**src/design/crt_pkg.sv**
```systemverilog
package crt_pkg;

   localparam int unsigned KIND_W  = 2;
   localparam int unsigned ID_W    = 8;
   localparam int unsigned USED_W  = 5;
   localparam int unsigned REQ_W   = 16;
   localparam int unsigned RSP_W   = 24;

   localparam logic [KIND_W-1:0] KIND_REGISTER = 2'd0;
   localparam logic [KIND_W-1:0] KIND_LOOKUP   = 2'd1;
   localparam logic [KIND_W-1:0] KIND_GRANT    = 2'd2;

   typedef enum logic [1:0] {
      ST_IDLE,
      ST_SCAN,
      ST_FINISH
   } state_type;

   // controller to datapath
   typedef struct packed {
      logic load;
      logic scan;
      logic finish;
   } cmd_type;

   // datapath to controller
   typedef struct packed {
      logic needs_scan;
      logic scan_done;
      logic rsp_free;
   } status_type;

endpackage

```
**src/design/crt_ram.sv**
```systemverilog
module crt_ram #(
   parameter int unsigned WIDTH = 16,
   parameter int unsigned DEPTH = 16
) (
   input  logic                     clock,
   input  logic                     we,
   input  logic [$clog2(DEPTH)-1:0] waddr,
   input  logic [WIDTH-1:0]         wdata,
   input  logic [$clog2(DEPTH)-1:0] raddr,
   output logic [WIDTH-1:0]         rdata
);

   logic [WIDTH-1:0] mem [DEPTH];
   logic [WIDTH-1:0] rdata_ff;

   always_ff @(posedge clock) begin
      if (we) begin
         mem[waddr] <= wdata;
      end
      rdata_ff <= mem[raddr];
   end

   assign rdata = rdata_ff;

endmodule

```
**src/design/crt_ctrl.sv**
```systemverilog
module crt_ctrl (
   input  logic                clock,
   input  logic                reset,
   input  logic                req_tvalid,
   output logic                req_tready,
   input  crt_pkg::status_type status,
   output crt_pkg::cmd_type    cmd
);

   crt_pkg::state_type state_ff;
   crt_pkg::state_type state_in;

   always_ff @(posedge clock) begin
      if (reset) begin
         state_ff <= crt_pkg::ST_IDLE;
      end else begin
         state_ff <= state_in;
      end
   end

   always_comb begin
      state_in   = state_ff;
      cmd        = '0;
      req_tready = 1'b0;
      unique case (state_ff)
         crt_pkg::ST_IDLE: begin
            req_tready = 1'b1;
            if (req_tvalid) begin
               cmd.load = 1'b1;
               state_in = status.needs_scan ? crt_pkg::ST_SCAN : crt_pkg::ST_FINISH;
            end
         end
         crt_pkg::ST_SCAN: begin
            cmd.scan = 1'b1;
            if (status.scan_done) begin
               state_in = crt_pkg::ST_FINISH;
            end
         end
         crt_pkg::ST_FINISH: begin
            // wait for the result register to drain
            if (status.rsp_free) begin
               cmd.finish = 1'b1;
               state_in   = crt_pkg::ST_IDLE;
            end
         end
         default: begin
            state_in = crt_pkg::ST_IDLE;
         end
      endcase
   end

endmodule

```
**src/design/crt_datapath.sv**
```systemverilog
module crt_datapath #(
   parameter int unsigned TABLE_DEPTH = 16
) (
   input  logic                          clock,
   input  logic                          reset,
   input  logic [crt_pkg::KIND_W-1:0]    req_kind,
   input  logic [crt_pkg::REQ_W-1:0]     req_data,
   input  logic                          csr_we,
   input  logic [crt_pkg::ID_W-1:0]      csr_data,
   input  crt_pkg::cmd_type              cmd,
   output crt_pkg::status_type           status,
   output logic                          rsp_valid,
   input  logic                          rsp_ready,
   output logic [crt_pkg::RSP_W-1:0]     rsp_data
);

   localparam int unsigned AW = $clog2(TABLE_DEPTH);
   localparam int unsigned CW = $clog2(TABLE_DEPTH + 1);
   localparam int unsigned IW = crt_pkg::ID_W;

   logic [crt_pkg::KIND_W-1:0] kind_ff;
   logic [IW-1:0]              id_ff;
   logic [IW-1:0]              val_ff;
   logic [IW-1:0]              parent_ff;
   logic [CW-1:0]              count_ff, count_in;
   logic [IW-1:0]              quota_ff, quota_in;
   logic [CW-1:0]              idx_ff;
   logic                       cmp_valid_ff;
   logic                       found_ff;
   logic [IW-1:0]              hop_ff;
   logic                       rsp_valid_ff;
   logic [crt_pkg::RSP_W-1:0]  rsp_data_ff;

   logic [2*IW-1:0] ram_rdata;
   logic            ram_we;
   logic            issue;
   logic            hit;
   logic            room;
   logic            reg_ok;
   logic            res_accepted;
   logic            res_found;
   logic [IW-1:0]   res_hop;

   // entry word: hop in the upper byte, id in the lower
   crt_ram #(
      .WIDTH (2 * IW),
      .DEPTH (TABLE_DEPTH)
   ) u_ram (
      .clock (clock),
      .we    (ram_we),
      .waddr (count_ff[AW-1:0]),
      .wdata ({val_ff, id_ff}),
      .raddr (idx_ff[AW-1:0]),
      .rdata (ram_rdata)
   );

   assign issue = cmd.scan && (idx_ff < count_ff);
   assign hit   = cmp_valid_ff && (ram_rdata[IW-1:0] == id_ff);
   assign room  = count_ff < CW'(TABLE_DEPTH);

   assign reg_ok = (kind_ff == crt_pkg::KIND_REGISTER) && (quota_ff != '0);
   assign ram_we = cmd.finish && reg_ok && !found_ff && room;

   always_comb begin
      res_accepted = 1'b0;
      res_found    = 1'b0;
      res_hop      = '0;
      count_in     = count_ff;
      quota_in     = quota_ff;
      unique case (kind_ff)
         crt_pkg::KIND_REGISTER: begin
            res_accepted = reg_ok && (found_ff || room);
            if (ram_we) begin
               count_in = count_ff + 1'b1;
               quota_in = quota_ff - 1'b1;
            end
         end
         crt_pkg::KIND_LOOKUP: begin
            res_found = found_ff;
            res_hop   = found_ff ? hop_ff : parent_ff;
         end
         crt_pkg::KIND_GRANT: begin
            res_accepted = 1'b1;
            quota_in     = val_ff;
         end
         default: begin
         end
      endcase
   end

   always_ff @(posedge clock) begin
      if (reset) begin
         count_ff     <= '0;
         quota_ff     <= '0;
         parent_ff    <= '0;
         rsp_valid_ff <= 1'b0;
         cmp_valid_ff <= 1'b0;
      end else begin
         if (csr_we) begin
            parent_ff <= csr_data;
         end
         if (cmd.load) begin
            cmp_valid_ff <= 1'b0;
         end else if (cmd.scan) begin
            cmp_valid_ff <= issue;
         end
         if (cmd.finish) begin
            count_ff     <= count_in;
            quota_ff     <= quota_in;
            rsp_valid_ff <= 1'b1;
         end else if (rsp_ready) begin
            rsp_valid_ff <= 1'b0;
         end
      end
   end

   always_ff @(posedge clock) begin
      if (cmd.load) begin
         kind_ff  <= req_kind;
         id_ff    <= req_data[IW-1:0];
         val_ff   <= req_data[2*IW-1:IW];
         idx_ff   <= '0;
         found_ff <= 1'b0;
      end else if (cmd.scan) begin
         if (issue) begin
            idx_ff <= idx_ff + 1'b1;
         end
         if (hit) begin
            found_ff <= 1'b1;
            hop_ff   <= ram_rdata[2*IW-1:IW];
         end
      end
      if (cmd.finish) begin
         rsp_data_ff <= {1'b0, quota_in, crt_pkg::USED_W'(count_in), res_hop,
                         res_found, res_accepted};
      end
   end

   assign status.needs_scan = (req_kind == crt_pkg::KIND_REGISTER)
                           || (req_kind == crt_pkg::KIND_LOOKUP);
   assign status.scan_done  = hit || (idx_ff >= count_ff);
   assign status.rsp_free   = !rsp_valid_ff || rsp_ready;

   assign rsp_valid = rsp_valid_ff;
   assign rsp_data  = rsp_data_ff;

   a_count_bound: assert property (@(posedge clock) disable iff (reset)
      count_ff <= CW'(TABLE_DEPTH))
      else $error("entry count beyond table depth");

   a_count_step: assert property (@(posedge clock) disable iff (reset)
      ram_we |=> (count_ff == $past(count_ff) + 1'b1) && (quota_ff == $past(quota_ff) - 1'b1))
      else $error("append did not move count and quota together");

   a_finish_free: assert property (@(posedge clock) disable iff (reset)
      cmd.finish |-> (!rsp_valid_ff || rsp_ready))
      else $error("result overwritten before it was taken");

   a_found_lookup: assert property (@(posedge clock) disable iff (reset)
      (rsp_valid_ff && rsp_data_ff[1]) |-> !rsp_data_ff[0])
      else $error("lookup hit reported as accepted");

endmodule

```
**src/design/child_route_table.sv**
```systemverilog
// child route table of a tree-routed mesh node
//
// req channel: one request per item. req_tuser carries the kind (register a
// descendant, look up a next hop, grant quota); req_tdata carries device id
// and next hop or quota. csr channel: writes the parent id, always ready;
// write it only while the block is idle.
// rsp channel: exactly one result per request, in request order.
//
// lookups and registrations walk the stored entries one per cycle through a
// registered-read ram, stopping at the first match. a request is taken in
// the idle state only, so one request is handled at a time; the next request
// is taken the cycle after the result is loaded, and a result waiting in the
// output register does not block it.
// if the receiver stalls, the result is held and the following request is
// walked but not finished until the output register frees up.
// reset clears the entry count, the quota and the parent id; the table
// itself needs no clearing pass since only entries below the count are read.
module child_route_table #(
   parameter int unsigned TABLE_DEPTH = 16
) (
   input  logic        clock,
   input  logic        reset,
   input  logic        req_tvalid,
   output logic        req_tready,
   input  logic [1:0]  req_tuser,   // kind
   input  logic [15:0] req_tdata,   // device_id, hop_or_quota
   output logic        rsp_tvalid,
   input  logic        rsp_tready,
   output logic [23:0] rsp_tdata,   // accepted, found, next_hop, entries_used, quota_left
   input  logic        csr_tvalid,
   output logic        csr_tready,
   input  logic [7:0]  csr_tdata    // parent_id
);

   crt_pkg::cmd_type    cmd;
   crt_pkg::status_type status;

   assign csr_tready = 1'b1;

   crt_ctrl u_ctrl (
      .clock      (clock),
      .reset      (reset),
      .req_tvalid (req_tvalid),
      .req_tready (req_tready),
      .status     (status),
      .cmd        (cmd)
   );

   crt_datapath #(
      .TABLE_DEPTH (TABLE_DEPTH)
   ) u_datapath (
      .clock     (clock),
      .reset     (reset),
      .req_kind  (req_tuser),
      .req_data  (req_tdata),
      .csr_we    (csr_tvalid),
      .csr_data  (csr_tdata),
      .cmd       (cmd),
      .status    (status),
      .rsp_valid (rsp_tvalid),
      .rsp_ready (rsp_tready),
      .rsp_data  (rsp_tdata)
   );

endmodule

```
**config.mk**
```make
export PLATFORM = sky130hd
export DESIGN_NAME = child_route_table
export DESIGN_NICKNAME = d
export VERILOG_FILES = /design/src/design/crt_pkg.sv /design/src/design/crt_ram.sv /design/src/design/crt_ctrl.sv /design/src/design/crt_datapath.sv /design/src/design/child_route_table.sv
export SDC_FILE = /design/constraint.sdc
export NUM_CORES = 1
export LEC_CHECK = 0
export ABC_AREA = 1
export BUFFER_PORTS_ARGS = -buffer_cell sky130_fd_sc_hd__buf_2
export CAP_MARGIN = 15
export CORE_UTILIZATION = 43
export DETAILED_ROUTE_END_ITERATION = 12
export HOLD_SLACK_MARGIN = 0.08
export PLACE_DENSITY = 0.69
export SYNTH_ARGS = -nofsm -noshare
export SYNTH_HDL_FRONTEND = slang
export SYNTH_SLANG_ARGS = --single-unit
```
**constraint.sdc**
```tcl
create_clock -name clock -period 2.9 [get_ports clock]
set_input_delay 0.58 -clock clock [delete_from_list [all_inputs] [get_ports clock]]
set_output_delay 0.58 -clock clock [all_outputs]
set_load 0.05 [all_outputs]
```
# == Yosys cells after proc, flatten, opt, wreduce, memory -nomap -nowiden ==
# Memory sizes are Yosys's and may differ from the RTL's. A register that Yosys moved wholly into a read port is not among the register bits.
# Index checks and enable logic that the tools add are counted.
# classes
n_eq_ne,9
n_reduce_logical,23
n_mux,21
n_bitwise,1
order_cmp,3
add_sub_neg,3
# ops
op,n
8-bit two-way mux,2
8-bit one-hot mux with 2 select lines,1
5-bit by 1-bit adder with 5-bit output (second input constant),2
1-bit two-way mux,10
5-bit two-way mux,2
8-bit equality test,1
2-bit two-way mux,4
8-bit nonzero test,1
8-bit by 1-bit subtractor with 8-bit output (second input constant),1
1-bit logical AND,7
2-bit by 1-bit equality test with 1-bit output (second input constant),3
2-bit zero test,3
2-bit inequality test (second input constant),3
2-bit one-hot mux with 3 select lines,1
3-bit AND reduction,2
5-bit greater-or-equal comparator,1
5-bit < comparator,1
5-bit < comparator (second input constant),1
2-bit equality test (second input constant),2
1-bit logical OR,4
2-bit AND reduction,2
1-bit zero test,2
1-bit one-hot mux with 2 select lines,1
2-bit nonzero test,1
2 further kinds,2
# totals
elab_cells,75
regBits,80
out_inout_bits,27
n_memories,1
inputBits,31
ram_bits,256
# memory_table
memory,depth,width,read_ports,rd_ports_with_merged_regs,wr,line_no,rtl
u_datapath.u_ram.mem,16,16,1,1,1,crt_ram.sv:13,logic [WIDTH-1:0] mem [DEPTH];

# == Longest topological paths before layout ==
# Gate-level depths: netlist (run 1).
# depth
depth_word,9
ltp_mapped,14
depth_no_buf,13

# == By module ==
# A second synthesis (run 1) with hierarchy kept.
# hier_totals
hier_cells,1481
hier_area_um2,15028.2
# modules_own_cells
module,area_each_um2,cells_each,seq_area_each_um2,n_inst
crt_ram,11380.9,1074,8007.7,1
crt_datapath,3489.6,382,2052.0,1
crt_ctrl,146.4,23,40.0,1
child_route_table,11.3,2,0.0,1

# == Least setup slack after synthesis (run 1) ==
# OpenSTA, ideal clock, no wires.
# synth_timing
kind,input port to flip-flop
startpoint,input port rsp_tready
endpoint,"memory u_datapath.u_ram.mem[0][0], enable pin"
required_ns,2.512
n_path_buf,1
setup_slack_ns,0.557
cell_stages,9
setup_time_ns,0.388
arrival_time_ns,1.954
path_cell_list,inv_1 > nand2_1 > nand2_1 > nor2_2 > nand2_4 > clkinv_2 > buf_6 > nand2_1 > nor2_1
# synth_via
elab_chain_cells,8
# synth_rtl
item,line_no,rtl
from (decl),child_route_table.sv:28,"input logic rsp_tready,"
1-bit logical OR,crt_datapath.sv:142,assign status.rsp_free = !rsp_valid_ff || rsp_ready;
1-bit two-way mux,crt_ctrl.sv:41,if (status.rsp_free) begin
1-bit two-way mux,crt_ctrl.sv:25,unique case (state_ff)
1-bit logical AND (3 in a row),crt_datapath.sv:62,assign ram_we = cmd.finish && reg_ok && !found_ff && room;
1-bit two-way mux,crt_ram.sv:17,if (we) begin
1-bit two-way mux (implied by the code),crt_ram.sv:18,mem[waddr] <= wdata;
to (decl),crt_ram.sv:13,
# Every way passes these cells.

# == Worst setup path after layout (run 1) ==
# layout_timing
startpoint,register u_datapath.kind_ff[0] in the netlist's numbering
endpoint,"memory u_datapath.u_ram.mem[13][8], enable pin"
# layout_via
elab_chain_cells,7
# layout_rtl
item,line_no,rtl
from (decl),crt_datapath.sv:21,logic [crt_pkg::KIND_W-1:0] kind_ff;
from (signal assigned),crt_datapath.sv:119,kind_ff <= req_kind;
2-bit zero test,crt_datapath.sv:61,assign reg_ok = (kind_ff == crt_pkg::KIND_REGISTER) && (quota_ff != '0);
1-bit logical AND,crt_datapath.sv:61,
1-bit logical AND (3 in a row),crt_datapath.sv:62,
1-bit two-way mux,crt_ram.sv:17,
1-bit two-way mux (implied by the code),crt_ram.sv:18,
# Every way passes these cells.

==> results of run 1 <==
## kinds of logic (layout without fill, tap and decap cells)
| family | count (synthesis) | in the layout | synth area share, % |
|---|---|---|---|
| compound gates | 259 | 259 | 10.7 |
| xor+xnor | 8 | 8 | 0.557 |
| flops | 352 | 352 | 72.6 |
| other cells | 2 | 2 | 0.0540 |
| buf+inv | 126 | 239 | 3.61 |
| fa+ha+maj | 12 | 12 | 1.08 |
| simple gates | 391 | 391 | 11.5 |
## worst reg2reg max path, stage by stage, from the launching register on
cell	delay, ns
edfxtp_1	0.49
nor2_4	0.27
nand2_1	0.10
nor2_2	0.16
nand2_4	0.15
clkinv_2	0.20
nand2_1	0.20
nor2_2	0.13
buf_4	0.28
## worst max-delay path by stage
stage,slack (ns),cells after the start,to,start
after floorplan,0.56,9,u_datapath.u_ram.mem[0][0]$_DFFE_PP_,rsp_tready
after global placement,0.68,10,u_datapath.u_ram.mem[12][8]$_DFFE_PP_,rsp_tready
after detailed placement,0.64,10,u_datapath.u_ram.mem[13][13]$_DFFE_PP_,rsp_tready
after CTS,0.64,8,u_datapath.u_ram.mem[13][11]$_DFFE_PP_,u_datapath.kind_ff[0]$_DFFE_PP_
after global routing,0.47,8,u_datapath.u_ram.mem[13][11]$_DFFE_PP_,u_datapath.kind_ff[0]$_DFFE_PP_
final,0.61,8,u_datapath.u_ram.mem[13][8]$_DFFE_PP_,u_datapath.kind_ff[0]$_DFFE_PP_
## layout make-up
cell class	count	area (um2)	area share [%]
flip-flops and latches	352	10100	62.6
multi-input cells	672	3350	20.8
clock buffers	47	1000	6.22
repair buffers	103	673	4.17
well taps	402	503	3.12
inverters	69	262	1.62
clock inverters	20	248	1.53
## state kept, by name (all words and copies together), names as in the netlist, 2 cells and up
register / count
u_datapath.u_ram.mem: 256
u_ctrl.state_ff: 2
u_datapath.hop_ff: 8
u_datapath.parent_ff: 8
u_datapath.idx_ff: 5
u_datapath.rsp_data: 23
u_datapath.quota_ff: 8
u_datapath.u_ram.rdata: 16
u_datapath.val_ff: 8
u_datapath.kind_ff: 2
u_datapath.count_ff: 5
u_datapath.id_ff: 8
## metal layers
| metal | vias up | global-route usage, % |
|---|---|---|
| met1 | 4428 | 28.2 |
| met3 | 49 | 3.87 |
| li1 | 4281 | - |
| met2 | 423 | 31.6 |
| met4 | 0 | 4.97 |
| met5 | - | 0 |
## stage by stage
step,setup WS [ns],instances,area (um2),total power (W),hold slack (ns)
4_1_cts,0.643,1665,16100,0.0126,0.189
3_5_place_dp,0.644,1598,14900,0.00773,0.389
3_3_place_gp,0.682,1598,14900,0.00770,0.387
5_1_grt,0.469,1665,16100,0.0130,0.202
6_report,0.614,1665,16100,0.0125,0.212
2_1_floorplan,0.557,1150,13900,0.00711,0.386
## placed cells by master (no fill, tap or decap), types with 6 or more instances in the layout
cell,instances
clkinv_1,10
a21oi_1,24
nor2_2,13
o211ai_1,6
buf_2,55
clkbuf_16,38
edfxtp_1,305
o22ai_1,37
dfxtp_1,45
o21ai_0,155
nand2_1,137
ha_1,12
clkbuf_1,7
clkinv_2,7
o221ai_1,27
nand3_1,48
nor2_1,175
inv_1,59
buf_4,45
## power groups by stage
stage	Clock (W)	Sequential (W)	Combinational, W
finish	0.00485	0.00591	0.00173
global route	0.00513	0.00593	0.00189
detailed placement	0	0.00602	0.00171
global placement	0	0.00601	0.00168
floorplan	0	0.00614	0.000969
CTS	0.00493	0.00591	0.00172
==> impl_metrics.ini, run 1 <==
[power_and_ir_drop]
clockPowerShare_pct = 38.8
ir_drop_mv = 0.420
power_leakage_nw = 5.78
switching_power_w = 0.00331
p_comb_share_pct = 13.8
seq_power_share_pct = 47.3
switching_share_pct = 26.5
pwr_density_cell_nw_per_um2 = 774
internal_power_w = 0.00919

[worst_setup_path]
worstPathArrival_ns = 2.49
cpPeakStageDelay_ns = 0.49
critPathCaptureType = flip-flop
r2r_slack_ns = 0.61
setup.worst_path.start_class = flip-flop
crit_family = simple AND/OR/NAND/NOR gates
rr_worst_depth = 8
rr_startpoint = u_datapath.kind_ff[0]$_DFFE_PP_
r2r_end = u_datapath.u_ram.mem[13][8]$_DFFE_PP_
crit_path_cell_trace = nor2_4 -> nand2_1 -> nor2_2 -> nand2_4 -> clkinv_2 -> nand2_1 -> nor2_2 -> buf_4
crit_buf_inv = 2
critPathRequiredTime_ns = 3.10
cp_max_fo = 16
worstSetupPathType = reg2reg
slowest_stage = edfxtp_1

[worst_hold_path]
hold_path_depth = 1
hp-class = in2reg
hold-path-endpoint = u_datapath.id_ff[3]$_DFFE_PP_
holdCritStartpoint = req_tdata[3]

[routing]
met3_length_mm = 2.93
wl_met1_mm = 14.3
drcViolationCount = 0
via_per_inst = 5.51
dr.pass1.iters = 7
vias = 9181
dr_wl_met2_mm = 14.9
top_layer = met4
first_iter_violations = 964
drt-total-wl_mm = 32.7
drtAntennaViolNets = 0
routedWlPerCell_um = 19.6

[finish]
utilization_pct = 50.9
drive_above_1_share_pct = 15.0
num-nets-final = 1278
fill_cells = 2688
antennaDiodeCount = 0
syn_to_final_growth_pct = 16.0

[cts]
numCtsBuffers = 37
clock_latency_ns = 0.55
cts_resized = 0
clockBufferDepth = 3
cts.clk_slew.worst_paths_ns = 0.06
cts_tree = built
cts-root-buf = clkbuf_16
cts_sinks = 352
postCtsSetupRepairBufs = 0
cts_hold_buf = 0
htreeDepth = 2

[sta]
tns_ns = 0
hold_viol_final = 0
max_freq_mhz = 438
rsz0062_at_grt = no
maxSlewHeadroom_pct = 33.4
tightestPinTransition_ns = 0.995
min_period_ns = 2.29
setup_violations = 0
finalCritPeriodShare_pct = 78.8
fin_worst_skew_ns = 0.0327
slew_viol_final = 0

[placement]
gp_congestion = 0.874
hpwl_mm = 20.7
place.port_buffers = 55

[yosys]
synth_top_area_share_pct = 65.8
ys_warn_count = 0
synth-seq-cells = 352
synth.most_common_cell = edfxtp_1
ys_seq_area_share_pct = 72.6
syn_avg_cell_area_um2 = 12.1
synth_area_leaders = edfxtp_1 66%, dfxtp_1 6.8%, o21ai_0 5.6%
synthArstFlopShare_pct = 0
synth_cell_types = 42
synth_ff_type = edfxtp_1
netlist.top_cell.by_area = edfxtp_1
syn_nets = 1193
synth_edf_count = 305
syn_inst = 1150
syn-cell-area_um2 = 13900
synth.top_cells.by_count = 305 x edfxtp_1, 186 x nor2_1, 155 x o21ai_0

[grt]
grt_pass1_wl_mm = 49.9
grt_max_degree = 130
antenna_found_initial = 0
first_global_vias = 8692
grt_usage_pct = 19.9
overflow = 0

[floorplan]
fp-row-count = 65
core_area_um2 = 31700
dieArea_um2 = 33100
die_y_um = 182
die_x_um = 182
start_util_pct = 43.9
pin_count = 58

[flow_run]
maxCapViolCount = 0

[status]
status = completed
No activity file was read; power rests on OpenSTA's default activity.
==> run 2: changes to the inputs <==
--- a/config.mk
+++ b/config.mk
@@ -11,7 +11,7 @@
 export CORE_UTILIZATION = 43
 export DETAILED_ROUTE_END_ITERATION = 12
 export HOLD_SLACK_MARGIN = 0.08
-export PLACE_DENSITY = 0.69
+export PLACE_DENSITY = 0.71
 export SYNTH_ARGS = -nofsm -noshare
 export SYNTH_HDL_FRONTEND = slang
 export SYNTH_SLANG_ARGS = --single-unit
==> constraint.sdc (replaced) <==
create_clock -name clock -period 1.9 [get_ports clock]
set_input_delay 0.38 -clock clock [delete_from_list [all_inputs] [get_ports clock]]
set_output_delay 0.38 -clock clock [all_outputs]
set_load 0.05 [all_outputs]
==> impl_metrics.ini, run 2 (synthesis results as in run 1) <==
[routing]
drcViolationCount = 0
drt-total-wl_mm = 35.2
dr.pass1.iters = 5
via_per_inst = 5.53
first_iter_violations = 1086
routedWlPerCell_um = 20.2
vias = 9630
drtAntennaViolNets = 0

[worst_setup_path]
cpPeakStageDelay_ns = 0.36
cp_max_fo = 19
rr_startpoint = u_datapath.idx_ff[0]$_SDFFE_PP0P_
worstPathArrival_ns = 2.26
critPathCaptureType = flip-flop
critPathRequiredTime_ns = 2.34
slowest_stage = dfxtp_4
setup.worst_path.start_class = flip-flop
r2r_end = u_datapath.u_ram.rdata[12]$_DFF_P_
r2r_slack_ns = 0.07
worstSetupPathType = reg2reg
rr_worst_depth = 6
crit_path_cell_trace = buf_4 -> buf_4 -> o21ai_0 -> o221ai_1 -> nand3_1 -> nand3_1

[floorplan]
dieArea_um2 = 33100
die_x_um = 182
start_util_pct = 43.9
die_y_um = 182
core_area_um2 = 31700
fp-row-count = 65
pin_count = 58

[placement]
gp_congestion = 0.886
dpl_cell_area_um2 = 15500
place.port_buffers = 55
hpwl_mm = 22.8

[worst_hold_path]
hp-class = in2reg
hold_path_depth = 3
holdCritStartpoint = csr_tdata[1]
hold-path-endpoint = u_datapath.parent_ff[1]$_SDFFE_PP0P_

[cts]
clockBufferDepth = 3
cts_tree = built
cts_sinks = 352
htreeDepth = 2
clock_latency_ns = 0.54
cts.clk_slew.worst_paths_ns = 0.06
cts-root-buf = clkbuf_16
numCtsBuffers = 36

[grt]
grt_pass1_wl_mm = 52.6
first_global_vias = 9314
grt_max_degree = 46
antenna_found_initial = 0
overflow = 0
grt_usage_pct = 21.1

[finish]
multi_input_area_um2 = 3460
fill_cells = 2606
drive_above_1_share_pct = 20.2
antennaDiodeCount = 0
fin_area_um2 = 17000
largest_register = u_datapath.u_ram.mem
mostFrequentLayoutCell = edfxtp_1
seqCellArea_um2 = 10100
syn_to_final_growth_pct = 22.3
layout.cells.most_common_list = 305 x edfxtp_1, 167 x nor2_1, 155 x o21ai_0
largest_reg_flops = 256
num-nets-final = 1355

[flow_run]
maxCapViolCount = 0

[sta]
min_period_ns = 1.83
slew_viol_final = 0
finalCritPeriodShare_pct = 96.1
max_freq_mhz = 547
rsz0062_at_grt = yes
tns_ns = 0
hold_viol_final = 0
fin_worst_skew_ns = 0.0286
maxSlewHeadroom_pct = 49.6
setup_violations = 0
tightestPinTransition_ns = 0.757

[status]
status = completed

[power_and_ir_drop]
power_w = 0.0189
ir_drop_mv = 0.728
pwr_density_cell_nw_per_um2 = 1110
power_leakage_nw = 6.17
==> run 2: cell count changes in the layout (fill, tap and decap cells not counted), sizes merged <==
cell,delta
buf,+56
dlygate4sd3,+19
bufinv,-2
clkbuf,+1
clkinv,+1
clkinvlp,+1
==> run 2: cell type report <==
class	count	share of cell area (%)
flip-flops and latches	352	59.4
clock inverters	20	1.19
well taps	402	2.96
repair buffers	181	8.98
multi-input cells	672	20.4
clock buffers	45	5.55
inverters	69	1.57
==> run 2: metal layers <==
layer,up-vias,routed length [um],global-route usage [%]
met5,-,0,0
met4,0,1130,7.70
met3,75,3460,5.40
met2,449,15900,32.7
met1,4668,14700,28.8
li1,4438,-,-
==> run 2: timing repair <==
item                                    4_1_cts  5_1_grt
endpoints found under the hold margin        19        0
setup buffers                                 0        2
endpoints found under the setup margin       60      282
gates resized for setup                       1       25
hold buffers                                 19        0
gates cloned                                  0        3
pin swaps                                     0        7
==> run 2: through the flow <==
stage	setup WS, ns	hold WS [ns]	instances	util (%)
6_report	0.0734	0.102	1741	53.7
5_1_grt	-0.00161	0.113	1741	53.7
4_1_cts	0.00459	0.0936	1736	53.1
3_5_place_dp	-0.0177	0.393	1652	48.9
3_3_place_gp	-0.0150	0.387	1652	48.9
2_1_floorplan	-0.237	0.386	1150	-
==> run 2: worst max path at each step <==
stage,start,to
after detailed placement,rsp_tready,u_datapath.u_ram.mem[10][13]$_DFFE_PP_
after global placement,rsp_tready,u_datapath.u_ram.mem[2][8]$_DFFE_PP_
final,u_datapath.idx_ff[0]$_SDFFE_PP0P_,u_datapath.u_ram.rdata[12]$_DFF_P_
after CTS,u_ctrl.state_ff[1]$_SDFFE_PP0P_,u_datapath.u_ram.mem[13][0]$_DFFE_PP_
after floorplan,u_datapath.kind_ff[0]$_DFFE_PP_,u_datapath.u_ram.mem[10][0]$_DFFE_PP_
after global routing,u_datapath.count_ff[2]$_SDFFE_PP0N_,u_ctrl.state_ff[1]$_SDFFE_PP0P_
==> run 2: critical path, delay by kind of cell (launching register included) <==
family / cells / cell delay [ns]
buffers and inverters: 2 / 0.51
flip-flops: 1 / 0.36
AO/OA/AOI/OAI: 2 / 0.36
AND/OR/NAND/NOR: 2 / 0.51
==> run 2: report_power, final <==
part	total, W	leakage, nW	switching [W]	internal, W
sequential	0.00902	3.15	0.000206	0.00882
combinational	0.00297	2.45	0.00202	0.000953
clock	0.00693	0.566	0.00295	0.00398
==> run 3: changes to the inputs <==
--- a/config.mk
+++ b/config.mk
@@ -11,7 +11,8 @@
 export CORE_UTILIZATION = 43
 export DETAILED_ROUTE_END_ITERATION = 12
 export HOLD_SLACK_MARGIN = 0.08
-export PLACE_DENSITY = 0.71
+export PLACE_DENSITY = 0.69
 export SYNTH_ARGS = -nofsm -noshare
 export SYNTH_HDL_FRONTEND = slang
+export SYNTH_HIERARCHICAL = 1
 export SYNTH_SLANG_ARGS = --single-unit
==> constraint.sdc (replaced) <==
create_clock -name clock -period 2.02 [get_ports clock]
set_input_delay 0.404 -clock clock [delete_from_list [all_inputs] [get_ports clock]]
set_output_delay 0.404 -clock clock [all_outputs]
set_load 0.05 [all_outputs]
==> impl_metrics.ini, run 3 <==
[status]
status = completed

[worst_setup_path]
crit_buf_inv = 2
cpPeakStageDelay_ns = 0.48
worstSetupPathType = reg2reg
slowest_stage = edfxtp_1
crit_path_cell_trace = nor2_4 -> nand4_4 -> nor2_4 -> nand3b_1 -> buf_4 -> nor2_4 -> clkbuf_16
crit_family = simple AND/OR/NAND/NOR gates
startpoint = u_datapath/kind_ff[0]$_DFFE_PP_
cpMostUsedCell = nor2_4
worstPathArrival_ns = 2.18
critPathRequiredTime_ns = 2.25
critPathCaptureType = flip-flop
rr_startpoint = u_datapath/kind_ff[0]$_DFFE_PP_
cp_max_fo = 8
setup.worst_path.start_class = flip-flop

[sta]
hold_viol_final = 0
fin_worst_skew_ns = 0.0190
setup_violations = 0
maxSlewHeadroom_pct = 56.8
tightestPinTransition_ns = 0.647
min_period_ns = 1.95
rsz0062_at_grt = no
finalCritPeriodShare_pct = 96.6
hold_ws_ns = 0.118
slew_viol_final = 0
max_freq_mhz = 513

[placement]
gp_congestion = 0.902
hpwl_mm = 23.1
place.port_buffers = 55

[yosys]
synth_top_area_share_pct = 60.9
netlist.top_cell.by_area = edfxtp_1
synth_area_leaders = edfxtp_1 61%, nand2_1 11%, nand3_1 7.1%
syn_inst = 1481
synth-seq-cells = 352
synth_edf_count = 305
ys_warn_count = 6
synth.most_common_cell = nand2_1
ys_seq_area_share_pct = 67.2
synth-xor-area-share_pct = 0.516
synth.area.mux_share_pct = 0
synth.top_cells.by_count = 438 x nand2_1, 305 x edfxtp_1, 257 x inv_1
synthArstFlopShare_pct = 0
synth_ff_type = edfxtp_1
synth_compound_area_share_pct = 2.26
synth-simple-area-share_pct = 20.4
syn-cell-area_um2 = 15000
syn_nets = 1520
synth_top_family_by_area = simple AND/OR/NAND/NOR gates
synthAdderAreaFrac_pct = 0.666
synth_cell_types = 35
syn_avg_cell_area_um2 = 10.1

[flow_run]
maxCapViolCount = 0

[finish]
largest_reg_flops = 256
antennaDiodeCount = 0
largest_register = u_datapath/u_ram/mem
syn_to_final_growth_pct = 19.1
num-nets-final = 1639
utilization_pct = 52.0
layout.cells.most_common_list = 437 x nand2_1, 305 x edfxtp_1, 253 x inv_1
drive_above_1_share_pct = 13.7
mostFrequentLayoutCell = nand2_1

[floorplan]
dieArea_um2 = 35700
fp-row-count = 68
core_area_um2 = 34500
pin_count = 58
die_y_um = 189
die_x_um = 189
start_util_pct = 43.6

[cts]
htreeDepth = 2
clock_latency_ns = 0.52
cts_sinks = 352
cts-root-buf = clkbuf_16
clockBufferDepth = 3
cts.clk_slew.worst_paths_ns = 0.06
postCtsSetupRepairBufs = 0
numCtsBuffers = 37
cts_tree = built

[routing]
drt-total-wl_mm = 36.6
first_iter_violations = 1054
vias = 10400
via_per_inst = 4.99
dr.pass1.iters = 5
drtAntennaViolNets = 0
drcViolationCount = 0
routedWlPerCell_um = 17.6

[grt]
antenna_found_initial = 2
first_global_vias = 10200
overflow = 0
grt_usage_pct = 20.8
grt_max_degree = 89
grt_pass1_wl_mm = 56.3

[power_and_ir_drop]
power_leakage_nw = 7.55
ir_drop_mv = 0.783
pwr_density_cell_nw_per_um2 = 901

[worst_hold_path]
hp-class = in2reg
holdCritStartpoint = csr_tdata[5]
run 3: changes by cell type after synthesis, sizes merged, moves of 7 or more:
cell / previous run / this run
nand2: 140 / 442
inv: 63 / 260
nand3: 49 / 215
nor2: 190 / 64
o21ai: 156 / 30
buf: 10 / 47
o22ai: 37 / 2
clkbuf: 47 / 14
o221ai: 27 / 0
o211ai: 7 / 0
run 3: kinds of logic (layout without fill, tap and decap cells):
family	Yosys count	after routing
adders and majority gates	8	8
AOI/OAI and AO/OA	62	62
DFF	352	352
xor gates and xnor gates	8	8
and+or+nand+nor	728	728
other	2	2
buffers and inverters	321	466
run 3: final timing paths:
| path | cells after the start | to | slack (ns) |
|---|---|---|---|
| max | 7 | u_datapath/u_ram/mem[4][1]$_DFFE_PP_ | 0.07 |
| max reg2reg | 7 | u_datapath/u_ram/mem[4][1]$_DFFE_PP_ | 0.07 |
| min reg2reg | 0 | u_datapath/hop_ff[3]$_DFFE_PP_ | 0.41 |
| min | 3 | u_datapath/parent_ff[5]$_SDFFE_PP0P_ | 0.12 |
run 3: routing by layer:
metal	vias to the layer above	routed length [um]	global-route usage [%]
li1	5018	-	-
met3	87	2510	3.23
met5	-	15	0
met4	2	1280	8.56
met1	4863	14800	26.6
met2	404	18000	35.4
run 3: layout make-up:
type                    instances  area [um2]
inverters                     260         985
fillers                      2980       16600
well taps                     455         569
clock inverters                18         210
clock buffers                  47        1020
repair buffers                141        1270
multi-input cells             808        3740
flip-flops and latches        352       10100
run 3: power breakdown:
| group | leakage (nW) | switching, W | total [W] | internal [W] |
|---|---|---|---|---|
| clock | 0.602 | 0.00267 | 0.00686 | 0.00419 |
| sequential | 3.15 | 0.000102 | 0.00817 | 0.00807 |
| combinational | 3.79 | 0.000776 | 0.00110 | 0.000325 |
| total | 7.55 | 0.00355 | 0.0161 | 0.0126 |
run 3: per-stage QoR:
stage               TNS [ns]  cells  setup WS (ns)  total power (W)  area, um2
CTS                        0   2080         0.0356           0.0162      17900
global placement      -22.43   1997         -0.112          0.00936      16500
global route               0   2081         0.0252           0.0166      17900
finish                     0   2081         0.0691           0.0161      17900
floorplan            -210.17   1481         -0.812          0.00896      15200
detailed placement    -26.28   1997         -0.129          0.00938      16500
run 3: worst reg2reg max path: cells and delay by family, from the launching register on:
family | cells | cell delay (ns)
buf+inv | 2 | 0.37
simple gates | 5 | 0.80
flops | 1 | 0.48
run 3: timing repair:
action	in CTS	in global routing
hold buffers	18	0
resized for setup	0	6
hold endpoints to repair	18	0
setup endpoints to repair	0	123
